===== config.mk =====
export PLATFORM = sky130hd
export DESIGN_NAME = base64_stream_decoder_flat
export DESIGN_NICKNAME = d
export VERILOG_FILES = /design/src/b64d_pkg.sv /design/src/b64d_if.sv /design/src/base64_stream_decoder.sv /design/src/b64d_front.sv /design/src/b64d_queue.sv /design/src/b64d_back.sv /design/src/flat_wrapper.sv
export SDC_FILE = /design/constraint.sdc
export NUM_CORES = 1
export LEC_CHECK = 0
export ABC_AREA = 1
export BUFFER_PORTS_ARGS = -buffer_cell sky130_fd_sc_hd__clkbuf_2
export CORE_ASPECT_RATIO = 0.8
export CORE_MARGIN = 2
export CORE_UTILIZATION = 55
export CTS_CLUSTER_SIZE = 12
export DETAILED_ROUTE_END_ITERATION = 12
export HOLD_SLACK_MARGIN = 0.03
export PLACE_DENSITY = 0.82
export SETUP_SLACK_MARGIN = 0.05
export SYNTH_ARGS = -nofsm -noshare
export SYNTH_HDL_FRONTEND = slang
export SYNTH_HIERARCHICAL = 1
export SYNTH_SLANG_ARGS = --single-unit

===== constraint.sdc =====
create_clock -name clk -period 2.55 [get_ports clk]
set_input_delay 0.51 -clock clk [delete_from_list [all_inputs] [get_ports clk]]
set_output_delay 0.51 -clock clk [all_outputs]
set_load 0.01 [all_outputs]

===== src/b64d_pkg.sv =====
// b64d_pkg: shared types, character codes and the alphabet lookup
// for the base64 stream decoder; no dependencies
package b64d_pkg;

	localparam int QDEPTH = 4;

	localparam logic [7:0] CH_UP_A = 8'h41;
	localparam logic [7:0] CH_UP_Z = 8'h5a;
	localparam logic [7:0] CH_LO_A = 8'h61;
	localparam logic [7:0] CH_LO_Z = 8'h7a;
	localparam logic [7:0] CH_D0   = 8'h30;
	localparam logic [7:0] CH_D9   = 8'h39;
	localparam logic [7:0] CH_PLUS = 8'h2b;
	localparam logic [7:0] CH_SLASH = 8'h2f;

	localparam logic [7:0] OFS_LO = 8'd26;
	localparam logic [7:0] OFS_DIG = 8'd52;
	localparam logic [5:0] SX_PLUS = 6'd62;
	localparam logic [5:0] SX_SLASH = 6'd63;

	// one queue entry: up to three bytes, msb byte first
	typedef struct packed {
		logic [23:0] word;
		logic [1:0]  nbytes;
		logic        done;
	} group_t;

	typedef struct packed {
		logic   ok;
		logic [5:0] val;
	} sextet_t;

	function automatic sextet_t sextet_of(input logic [7:0] c);
		sextet_t    r;
		logic [7:0] t;
		r = '{ok: 1'b0, val: 6'd0};
		t = 8'd0;
		if (c >= CH_UP_A && c <= CH_UP_Z) begin
			t = c - CH_UP_A;
			r = '{ok: 1'b1, val: t[5:0]};
		end else if (c >= CH_LO_A && c <= CH_LO_Z) begin
			t = c - CH_LO_A + OFS_LO;
			r = '{ok: 1'b1, val: t[5:0]};
		end else if (c >= CH_D0 && c <= CH_D9) begin
			t = c - CH_D0 + OFS_DIG;
			r = '{ok: 1'b1, val: t[5:0]};
		end else if (c == CH_PLUS) begin
			r = '{ok: 1'b1, val: SX_PLUS};
		end else if (c == CH_SLASH) begin
			r = '{ok: 1'b1, val: SX_SLASH};
		end
		return r;
	endfunction

endpackage


===== src/b64d_if.sv =====
// b64d_if: valid/ready channel interfaces for characters in and bytes out
// no dependencies
interface b64d_in_if;
	logic       valid;
	logic       ready;
	logic [7:0] in_char;
	logic       end_of_text;
	modport source (output valid, in_char, end_of_text, input ready);
	modport sink   (input valid, in_char, end_of_text, output ready);
endinterface

interface b64d_out_if;
	logic       valid;
	logic       ready;
	logic [7:0] out_byte;
	logic       byte_valid;
	logic       run_last;
	logic       string_done;
	modport source (output valid, out_byte, byte_valid, run_last, string_done, input ready);
	modport sink   (input valid, out_byte, byte_valid, run_last, string_done, output ready);
endinterface


===== src/base64_stream_decoder.sv =====
// base64_stream_decoder: top level of the streaming base64 decoder
// depends on b64d_pkg, b64d_if, b64d_front, b64d_queue, b64d_back
//
//  channel | dir | payload                                        | note
//  chars   | in  | in_char[7:0], end_of_text                      | one character a word
//  bytes   | out | out_byte[7:0], byte_valid, run_last, string_done | one byte a word
//
// a character is taken every cycle while the group queue has room; the front
// end settles it in the same cycle and queues zero to three bytes as a group
// the back end sends one byte a cycle unless stalled, so a full group holds the queue
// head until all three are sent; the queue depth sets how long input rides through
// reset clears sextet store, count, halt flag, queue pointers and the output flag
// a stalled output only backs up into the queue; input stops once it is full
module base64_stream_decoder
	import b64d_pkg::*;
#(
	parameter int QUEUE_DEPTH = QDEPTH
) (
	input  logic       clk,
	input  logic       arst_n,
	b64d_in_if.sink    chars,
	b64d_out_if.source bytes
);

	logic   full;
	logic   empty;
	logic   acc;
	logic   push;
	logic   pop;
	group_t grp;
	group_t head;

	// take a character whenever a group can be queued
	assign chars.ready = !full;
	assign acc = chars.valid && !full;

	// front end: classify and gather sextets
	b64d_front u_front (
		.clk         (clk),
		.arst_n      (arst_n),
		.acc         (acc),
		.in_char     (chars.in_char),
		.end_of_text (chars.end_of_text),
		.push        (push),
		.grp         (grp)
	);

	// decoupling queue between the two halves
	b64d_queue #(
		.DEPTH (QUEUE_DEPTH)
	) u_queue (
		.clk    (clk),
		.arst_n (arst_n),
		.push   (push),
		.wdata  (grp),
		.pop    (pop),
		.head   (head),
		.full   (full),
		.empty  (empty)
	);

	// back end: one byte a cycle to the output register, unless the output stalls
	b64d_back u_back (
		.clk    (clk),
		.arst_n (arst_n),
		.head   (head),
		.empty  (empty),
		.pop    (pop),
		.bytes  (bytes)
	);

endmodule


===== src/b64d_front.sv =====
// b64d_front: classifies characters, gathers sextets and forms byte groups
// depends on b64d_pkg
module b64d_front
	import b64d_pkg::*;
(
	input  logic       clk,
	input  logic       arst_n,
	input  logic       acc,
	input  logic [7:0] in_char,
	input  logic       end_of_text,
	output logic       push,
	output group_t     grp
);

	logic [17:0] store_q;
	logic [1:0]  cnt_q;
	logic        halted_q;

	sextet_t     sx;
	logic [17:0] ns;
	logic [1:0]  ncnt;
	logic [17:0] st_nxt;
	logic [1:0]  cnt_nxt;
	logic        halt_nxt;

	// left-align an open group and give count minus one bytes
	function automatic group_t flush(input logic [17:0] s, input logic [1:0] c);
		group_t g;
		g = '{word: 24'd0, nbytes: 2'd0, done: 1'b0};
		unique case (c)
			2'd2: g = '{word: {s[11:0], 12'd0}, nbytes: 2'd1, done: 1'b0};
			2'd3: g = '{word: {s, 6'd0}, nbytes: 2'd2, done: 1'b0};
			default: g = '{word: 24'd0, nbytes: 2'd0, done: 1'b0};
		endcase
		return g;
	endfunction

	always_comb begin
		sx = sextet_of(in_char);
		ns = {store_q[11:0], sx.val};
		ncnt = cnt_q + 2'd1;
		grp = '{word: 24'd0, nbytes: 2'd0, done: 1'b0};
		st_nxt = store_q;
		cnt_nxt = cnt_q;
		halt_nxt = halted_q;
		if (!halted_q) begin
			if (!sx.ok) begin
				grp = flush(store_q, cnt_q);
				st_nxt = 18'd0;
				cnt_nxt = 2'd0;
				halt_nxt = 1'b1;
			end else if (cnt_q == 2'd3) begin
				grp = '{word: {store_q, sx.val}, nbytes: 2'd3, done: 1'b0};
				st_nxt = 18'd0;
				cnt_nxt = 2'd0;
			end else begin
				st_nxt = ns;
				cnt_nxt = ncnt;
				if (end_of_text)
					grp = flush(ns, ncnt);
			end
		end
		if (end_of_text) begin
			grp.done = 1'b1;
			st_nxt = 18'd0;
			cnt_nxt = 2'd0;
			halt_nxt = 1'b0;
		end
		push = acc && (grp.nbytes != 2'd0 || grp.done);
	end

	always_ff @(posedge clk or negedge arst_n) begin
		if (!arst_n) begin
			store_q <= 18'd0;
			cnt_q <= 2'd0;
			halted_q <= 1'b0;
		end else if (acc) begin
			store_q <= st_nxt;
			cnt_q <= cnt_nxt;
			halted_q <= halt_nxt;
		end
	end

endmodule


===== src/b64d_queue.sv =====
// b64d_queue: small first-in first-out queue of byte groups
// depends on b64d_pkg
module b64d_queue
	import b64d_pkg::*;
#(
	parameter int DEPTH = QDEPTH
) (
	input  logic   clk,
	input  logic   arst_n,
	input  logic   push,
	input  group_t wdata,
	input  logic   pop,
	output group_t head,
	output logic   full,
	output logic   empty
);

	localparam int AW = (DEPTH > 1) ? $clog2(DEPTH) : 1;
	localparam int CW = $clog2(DEPTH + 1);
	localparam logic [AW-1:0] LAST = AW'(DEPTH - 1);
	localparam logic [CW-1:0] FULLCNT = CW'(DEPTH);

	group_t        mem [DEPTH];
	logic [AW-1:0] wp_q;
	logic [AW-1:0] rp_q;
	logic [CW-1:0] cnt_q;

	assign full = (cnt_q == FULLCNT);
	assign empty = (cnt_q == '0);
	assign head = mem[rp_q];

	always_ff @(posedge clk) begin
		if (push)
			mem[wp_q] <= wdata;
	end

	always_ff @(posedge clk or negedge arst_n) begin
		if (!arst_n) begin
			wp_q <= '0;
			rp_q <= '0;
			cnt_q <= '0;
		end else begin
			if (push)
				wp_q <= (wp_q == LAST) ? '0 : wp_q + AW'(1);
			if (pop)
				rp_q <= (rp_q == LAST) ? '0 : rp_q + AW'(1);
			if (push && !pop)
				cnt_q <= cnt_q + CW'(1);
			else if (pop && !push)
				cnt_q <= cnt_q - CW'(1);
		end
	end

endmodule


===== src/b64d_back.sv =====
// b64d_back: splits byte groups into single results behind an output register
// depends on b64d_pkg and b64d_if
module b64d_back
	import b64d_pkg::*;
(
	input  logic          clk,
	input  logic          arst_n,
	input  group_t        head,
	input  logic          empty,
	output logic          pop,
	b64d_out_if.source    bytes
);

	logic [1:0] k_q;
	logic       ovalid_q;
	logic [7:0] byte_q;
	logic       bval_q;
	logic       rlast_q;
	logic       sdone_q;

	logic       load;
	logic       lastb;
	logic [7:0] sel;

	always_comb begin
		load = !empty && (!ovalid_q || bytes.ready);
		unique case (k_q)
			2'd0: sel = head.word[23:16];
			2'd1: sel = head.word[15:8];
			default: sel = head.word[7:0];
		endcase
		// an empty group is the end marker and counts as its own last result
		lastb = (head.nbytes == 2'd0) || (k_q == head.nbytes - 2'd1);
		pop = load && lastb;
	end

	always_ff @(posedge clk or negedge arst_n) begin
		if (!arst_n) begin
			k_q <= 2'd0;
			ovalid_q <= 1'b0;
		end else begin
			if (load)
				k_q <= lastb ? 2'd0 : k_q + 2'd1;
			if (load)
				ovalid_q <= 1'b1;
			else if (bytes.ready)
				ovalid_q <= 1'b0;
		end
	end

	always_ff @(posedge clk) begin
		if (load) begin
			byte_q <= (head.nbytes == 2'd0) ? 8'd0 : sel;
			bval_q <= (head.nbytes != 2'd0);
			rlast_q <= lastb;
			sdone_q <= lastb && head.done;
		end
	end

	assign bytes.valid = ovalid_q;
	assign bytes.out_byte = byte_q;
	assign bytes.byte_valid = bval_q;
	assign bytes.run_last = rlast_q;
	assign bytes.string_done = sdone_q;

endmodule


===== src/flat_wrapper.sv =====
// flat-port wrapper written by rule: the top's interface ports become plain ports
module base64_stream_decoder_flat import b64d_pkg::*;
#(
	parameter int QUEUE_DEPTH = QDEPTH
)
  (clk, arst_n, chars_valid, chars_in_char, chars_end_of_text, chars_ready, bytes_valid, bytes_out_byte, bytes_byte_valid, bytes_run_last, bytes_string_done, bytes_ready);
  b64d_in_if chars_i ();
  b64d_out_if bytes_i ();
  input  logic clk;
  input  logic arst_n;
  input wire logic [$bits(chars_i.valid)-1:0] chars_valid;
  input wire logic [$bits(chars_i.in_char)-1:0] chars_in_char;
  input wire logic [$bits(chars_i.end_of_text)-1:0] chars_end_of_text;
  output wire logic [$bits(chars_i.ready)-1:0] chars_ready;
  output wire logic [$bits(bytes_i.valid)-1:0] bytes_valid;
  output wire logic [$bits(bytes_i.out_byte)-1:0] bytes_out_byte;
  output wire logic [$bits(bytes_i.byte_valid)-1:0] bytes_byte_valid;
  output wire logic [$bits(bytes_i.run_last)-1:0] bytes_run_last;
  output wire logic [$bits(bytes_i.string_done)-1:0] bytes_string_done;
  input wire logic [$bits(bytes_i.ready)-1:0] bytes_ready;
  assign chars_i.valid = chars_valid;
  assign chars_i.in_char = chars_in_char;
  assign chars_i.end_of_text = chars_end_of_text;
  assign chars_ready = chars_i.ready;
  assign bytes_valid = bytes_i.valid;
  assign bytes_out_byte = bytes_i.out_byte;
  assign bytes_byte_valid = bytes_i.byte_valid;
  assign bytes_run_last = bytes_i.run_last;
  assign bytes_string_done = bytes_i.string_done;
  assign bytes_i.ready = bytes_ready;
  base64_stream_decoder #(.QUEUE_DEPTH(QUEUE_DEPTH)) u_core (.clk(clk), .arst_n(arst_n), .chars(chars_i), .bytes(bytes_i));
endmodule

==> impl_metrics.json, run 1 <==
{
  "outcome": "complete, no violations",
  "dr_total_vias": 6142,
  "cp_cell_sequence": "inv_4 > nand2_2 > o211ai_1 > nand2_1 > inv_2 > ha_4 > inv_1 > nand2_1 > nand2_1 > nand2_2 > a21oi_4 > inv_2 > ha_4 > inv_4 > fa_2 > nand2_1 > nand2_1",
  "io_pins": 26,
  "antennaDiodeCount": 0,
  "p_total_mw": 9.54,
  "whs_ns": 0.180,
  "drc": 0,
  "cts.sinks": 150,
  "yosysWarnings": 6,
  "vias_per_cell": 5.54,
  "ant_nets": 0,
  "critPathSlowestCell": "dfrtp_2",
  "critPathKind": "register to register",
  "cpPeakStageDelay_ns": 0.44,
  "syn-instance-count": 817,
  "relSlewSlack_pct": 45.2,
  "yosysSeqAreaShare_pct": 55.2,
  "cp.required_ns": 2.86,
  "synth.distinct_cells": 45,
  "h-tree-depth": 4,
  "gp_congestion": 0.923,
  "worstMarginPinSlew_ns": 0.822,
  "setup_violations": 0,
  "finalCriticalPeriod_ns": 2.52,
  "die_y_microns": 111,
  "cts_made_buffers": 17,
  "hold_class": "input pin to async pin",
  "grt_pass1_vias": 5941,
  "rsz0062_at_grt": "yes",
  "fp.dieW_microns": 138,
  "drt_first_pass_iters": 5,
  "ir_worst_vdd_uv": 585,
  "skew_ns": 0.0125,
  "fmax_mhz": 397,
  "drt-initial-drc-count": 752,
  "clk_latency_ns": 0.42,
  "synth_seq_cells": 150,
  "tns_ns": 0,
  "final_nets": 949,
  "drv_cap": 0,
  "p_per_area_nw_per_um2": 1010,
  "cp_data_arrival_time_ns": 2.82,
  "slew_viol_final": 0,
  "wl_per_cell_microns": 16.7,
  "initial_core_util_pct": 55.7,
  "die-area_sq_um": 15300,
  "dp_hpwl_microns": 12600,
  "netlist_area_sq_um": 7880,
  "grt_pass1_wl_microns": 30100,
  "ctsHoldBuffers": 0,
  "core_area_sq_um": 14200,
  "clk_path_buf_depth": 2,
  "row_count": 39,
  "syn_to_final_growth_pct": 19.8,
  "gr-total-overflow": 0,
  "post-route-period-util_pct": 98.7,
  "tritoncts": "built",
  "grt_start_max_net_pins": 69,
  "final_layout_size_suffix_gt1_share_pct": 24.0,
  "syn_nets": 854,
  "drt-total-wl_microns": 18500,
  "leakage_nw": 4.05,
  "syn_avg_cell_area_sq_um": 9.65,
  "portBuffers": 25,
  "grt_util_all_layers_pct": 26.0,
  "final_core_util_pct": 66.7,
  "hold_viol": 0,
  "antenna_found_initial": 0,
  "critPathBufInv": 5,
  "clk_pin_slew_worst_paths_ns": 0.07,
  "cts_root_buffer": "clkbuf_16",
  "worst_path_dominant_cell_family": "adder cells",
  "critPathLaunchType": "register",
  "crit_fanout": 5,
  "path_common_cell": "nand2_1",
  "worstSetupEndpointType": "register"
}
## cells in the mapped netlist
library cell,instances,area [sq um]
a211oi_2,4,50.1
a21boi_1,1,7.51
a21oi_1,23,115
a21oi_2,1,8.76
a31oi_1,8,50.1
a31oi_2,1,12.5
and2_1,1,6.26
buf_1,1,3.75
buf_2,14,70.1
buf_4,5,37.5
buf_6,6,67.6
buf_8,1,15.0
clkbuf_1,8,30.0
clkbuf_2,2,10.0
dfrtp_1,31,776
edfxtp_1,119,3570
fa_1,1,20.0
ha_1,23,288
inv_1,126,473
inv_2,8,30.0
inv_4,1,6.26
nand2_1,220,826
nand2_2,7,43.8
nand2_4,3,33.8
nand3_1,43,215
nand3_2,1,10.0
nand3_4,1,17.5
nand3b_1,2,15.0
nand4_1,5,31.3
nand4_2,1,12.5
nor2_1,25,93.8
nor2_2,4,25.0
nor2_4,4,45.0
nor2_8,1,20.0
nor3_1,3,15.0
o211ai_1,45,338
o211ai_2,9,113
o21ai_0,18,90.1
o21ai_1,2,10.0
o21ai_4,1,16.3
o22ai_1,27,169
o22ai_2,2,25.0
or2_2,1,6.26
xnor2_1,1,8.76
xor2_1,6,52.6
## final cells by class
cell class / count / area (sq um)
Clock buffer: 18 / 429
Clock inverter: 14 / 128
Fill cell: 1041 / 4710
Inverter: 135 / 537
Multi-Input combinational cell: 495 / 2900
Sequential cell: 150 / 4350
Tap cell: 184 / 230
Timing Repair Buffer: 112 / 866
Timing Repair inverter: 1 / 7.51
## metal layers
layer	global-route usage, %	vias up	wire length, microns
li1	-	2938	-
met1	36.5	2901	7900
met2	39.7	269	8750
met3	6.54	34	1550
met4	8.37	0	334
met5	0	-	0
## logic make-up after synthesis
kind of cell	count (synthesis)	share of synthesized area, %
adder cells (fa/ha/maj)	24	3.90
AO/OA/AOI/OAI	142	12.7
buffers and inverters	172	9.43
AND/OR/NAND/NOR	322	18.0
flip-flops	150	55.2
XOR/XNOR	7	0.778
## cell usage in the layout (no fill, tap or decap), types with 5 or more instances in the layout
cell,instances
a21oi_1,22
a31oi_1,8
buf_12,7
buf_4,80
clkbuf_16,17
clkbuf_2,23
clkinvlp_4,5
dfrtp_1,30
edfxtp_1,119
ha_1,17
inv_1,115
inv_2,12
inv_6,7
inv_8,5
nand2_1,213
nand2_2,12
nand2_4,5
nand3_1,43
nand4_1,5
nor2_1,25
o211ai_1,45
o211ai_2,9
o21ai_0,18
o22ai_1,27
xor2_1,6
## what timing repair did
action	4_1_cts	5_1_grt
cloned	1	0
endpoints found under the setup margin	2	17
resized for setup	9	4
buffers inserted	7	0
pin swaps	7	10
hold endpoints to repair	0	0
## where the power goes
part | total, mW | internal, mW | leakage [nW] | switching, mW
logic | 3.71 | 1.38 | 2.26 | 2.33
clock network | 2.37 | 1.29 | 0.276 | 1.08
registers | 3.45 | 3.24 | 1.52 | 0.209
total | 9.54 | 5.91 | 4.05 | 3.62
## path summary, 6_finish.rpt
check	startpoint	end	slack, ns	depth (start not counted)
min in group clk	bytes_ready	u_core/u_back/bytes.valid	0.40	4
worst max register to register	u_core/u_queue/rp_q[0]	u_core/u_queue/cnt_q[1]	0.03	17
worst max-delay path	u_core/u_queue/rp_q[0]	u_core/u_queue/cnt_q[1]	0.03	17
max in group asynchronous	arst_n	u_core/u_queue/rp_q[0]	1.80	1
worst min-delay path	arst_n	u_core/u_front/store_q[12]	0.18	1
worst min register to register	u_core/u_queue/cnt_q[2]	u_core/u_queue/cnt_q[2]	0.52	2
## through the flow
stage | cells | cell area (sq um) | worst slack (ns)
finish | 1109 | 9450 | 0.0336
global route | 1109 | 9450 | -0.0772
CTS | 1110 | 9440 | 0.0511
detailed placement | 1070 | 8800 | -0.271
global placement | 1070 | 8800 | -0.171
floorplan | 817 | 8010 | -0.206
## flip-flops by register name (all words and copies together), names as in the netlist, 2 cells and up
register and flops:
u_core/u_queue/rp_q 2, u_core/u_queue/wp_q 2, u_core/u_front/cnt_q 2, u_core/u_queue/mem 108, u_core/u_front/store_q 18, u_core/u_back/bytes.out_byte 8
u_core/u_queue/cnt_q 3, u_core/u_back/k_q 2
No activity file was read; power rests on OpenSTA's default activity.
==> inputs of run 2 (changes only) <==
Settings changed: CORE_UTILIZATION 55 to 56, PLACE_DENSITY 0.82 to 0.83.
==> impl_metrics.json, run 2 (synthesis gave the netlist of run 1 again) <==
{
  "outcome": "complete, no violations",
  "p_int_mw": 5.96,
  "tritoncts": "built",
  "gp_congestion": 0.948,
  "tns_ns": 0,
  "drv_cap": 0,
  "drt_first_pass_iters": 5,
  "h-tree-depth": 4,
  "grt_pass1_vias": 6087,
  "rsz0062_at_grt": "yes",
  "syn_to_final_growth_pct": 19.9,
  "cpPeakStageDelay_ns": 0.44,
  "placed_cell_area_sq_um": 8780,
  "grt_util_all_layers_pct": 26.8,
  "critPathSlowestCell": "dfrtp_2",
  "worst_path_dominant_cell_family": "adder cells",
  "worstMarginPinSlew_ns": 0.848,
  "grt_pass1_wl_microns": 29900,
  "drc": 0,
  "ctsHoldBuffers": 0,
  "fill_cells": 964,
  "final_nets": 950,
  "drt-initial-drc-count": 746,
  "hold_viol": 0,
  "antenna_found_initial": 0,
  "skew_ns": 0.00921,
  "antennaDiodeCount": 0,
  "die-area_sq_um": 15000,
  "initial_core_util_pct": 57.8,
  "critPathLaunchType": "register",
  "portBuffers": 25,
  "vias_per_cell": 5.63,
  "critPathKind": "register to register",
  "layout_common_cells": "nand2_1 (209), edfxtp_1 (119), inv_1 (113), buf_4 (81), o211ai_1 (45)",
  "clk_path_buf_depth": 2,
  "ir_worst_vdd_uv": 583,
  "dr_total_vias": 6227,
  "die_y_microns": 110,
  "top_register": "u_core/u_queue/mem",
  "cts_made_buffers": 17,
  "cts.sinks": 150,
  "fp.dieW_microns": 137,
  "cts_root_buffer": "clkbuf_16",
  "p_sw_share_pct": 38.1,
  "finalCriticalPeriod_ns": 2.51,
  "p_comb_share_pct": 39.8,
  "stdcell_area_sq_um": 9450,
  "post-route-period-util_pct": 98.6,
  "crit_fanout": 6,
  "power.share.clock_pct": 24.2,
  "final_layout_size_suffix_gt1_share_pct": 24.9,
  "critPathBufInv": 5,
  "core_area_sq_um": 13600,
  "p_total_mw": 9.62,
  "cp.required_ns": 2.86,
  "dp_hpwl_microns": 12900,
  "final_common_cell": "nand2_1",
  "slew_viol_final": 0,
  "p_switching_mw": 3.66,
  "grt_start_max_net_pins": 69,
  "leakage_nw": 4.03,
  "io_pins": 26,
  "cp_cell_sequence": "inv_4 > nand2_1 > o211ai_1 > nand2_1 > inv_2 > ha_4 > inv_2 > nand2_1 > nand2_1 > nand2_2 > a21oi_4 > inv_2 > ha_4 > inv_4 > fa_2 > nand2_1 > nand2_1",
  "largest_register_ffs": 108,
  "seqPwrFrac_pct": 36.0,
  "ant_nets": 0,
  "worstSetupEndpointType": "register",
  "row_count": 38,
  "whs_ns": 0.187,
  "gr-total-overflow": 0,
  "clk_latency_ns": 0.43,
  "cp_data_arrival_time_ns": 2.83,
  "wl_per_cell_microns": 17.3,
  "hold_class": "input pin to async pin",
  "dp_slack_ns": -0.236,
  "p_per_area_nw_per_um2": 1020,
  "setup_violations": 0,
  "clk_pin_slew_worst_paths_ns": 0.07,
  "relSlewSlack_pct": 43.5,
  "path_common_cell": "nand2_1",
  "final.setup.worst_slack_ns": 0.0369,
  "drt-total-wl_microns": 19100,
  "fmax_mhz": 398
}
## run 2: cell count changes in the layout (fill, tap and decap cells not counted), sizes merged
cell,before,now
clkinvlp,5,9
inv,142,138
buf,89,88
clkbuf,41,43
## run 2: per-layer routing
metal	part of all wire [%]	GRT usage [%]	vias to the layer above
li1	-	-	2941
met1	42	33.7	2947
met2	47	44.3	281
met3	7.8	6.17	58
met4	3.3	12.6	0
met5	0	0	-
## run 2: path summary, 6_finish.rpt
kind                                      startpoint                          to  slack, ns  cells past startpoint
setup / recovery              u_core/u_queue/rp_q[0]     u_core/u_queue/cnt_q[1]       0.04                     17
hold / removal                                arst_n  u_core/u_front/store_q[17]       0.19                      1
setup reg to reg              u_core/u_queue/rp_q[0]     u_core/u_queue/cnt_q[1]       0.04                     17
hold reg to reg            u_core/u_back/bytes.valid   u_core/u_back/bytes.valid       0.49                      2
max in group asynchronous                     arst_n      u_core/u_queue/rp_q[1]       1.78                      1
min in group clk                         bytes_ready   u_core/u_back/bytes.valid       0.35                      4
## run 2: cell type report
class / count / area (sq um) / area share, %
well taps: 180 / 225 / 2.38
clock inverters: 14 / 116 / 1.23
clock buffers: 18 / 429 / 4.54
repair buffers: 113 / 873 / 9.24
multi-input cells: 495 / 2910 / 30.8
inverters: 135 / 537 / 5.68
repair inverters: 1 / 7.51 / 0.0794
flip-flops and latches: 150 / 4350 / 46.0
## run 2: what timing repair did
| action | 4_1_cts | 5_1_grt |
|---|---|---|
| pin swaps | 5 | 7 |
| setup buffers | 8 | 2 |
| hold endpoints to repair | 0 | 0 |
| resized for setup | 9 | 10 |
| gates cloned | 1 | 0 |
| endpoints found under the setup margin | 2 | 10 |
## run 2: per-stage QoR
step	utilization, %	cells
2_1_floorplan	-	817
3_3_place_gp	64.3	1064
3_5_place_dp	64.3	1064
4_1_cts	69.0	1105
5_1_grt	69.3	1106
6_report	69.3	1106
## run 2: power groups by stage
| stage | logic (mW) | clock network [mW] | registers (mW) |
|---|---|---|---|
| final | 3.83 | 2.33 | 3.46 |
| after detailed placement | 3.46 | 0 | 3.49 |
| after global placement | 3.35 | 0 | 3.46 |
| after global routing | 4.18 | 2.45 | 3.51 |
| after floorplan | 2.32 | 0 | 3.49 |
| after CTS | 3.68 | 2.35 | 3.46 |
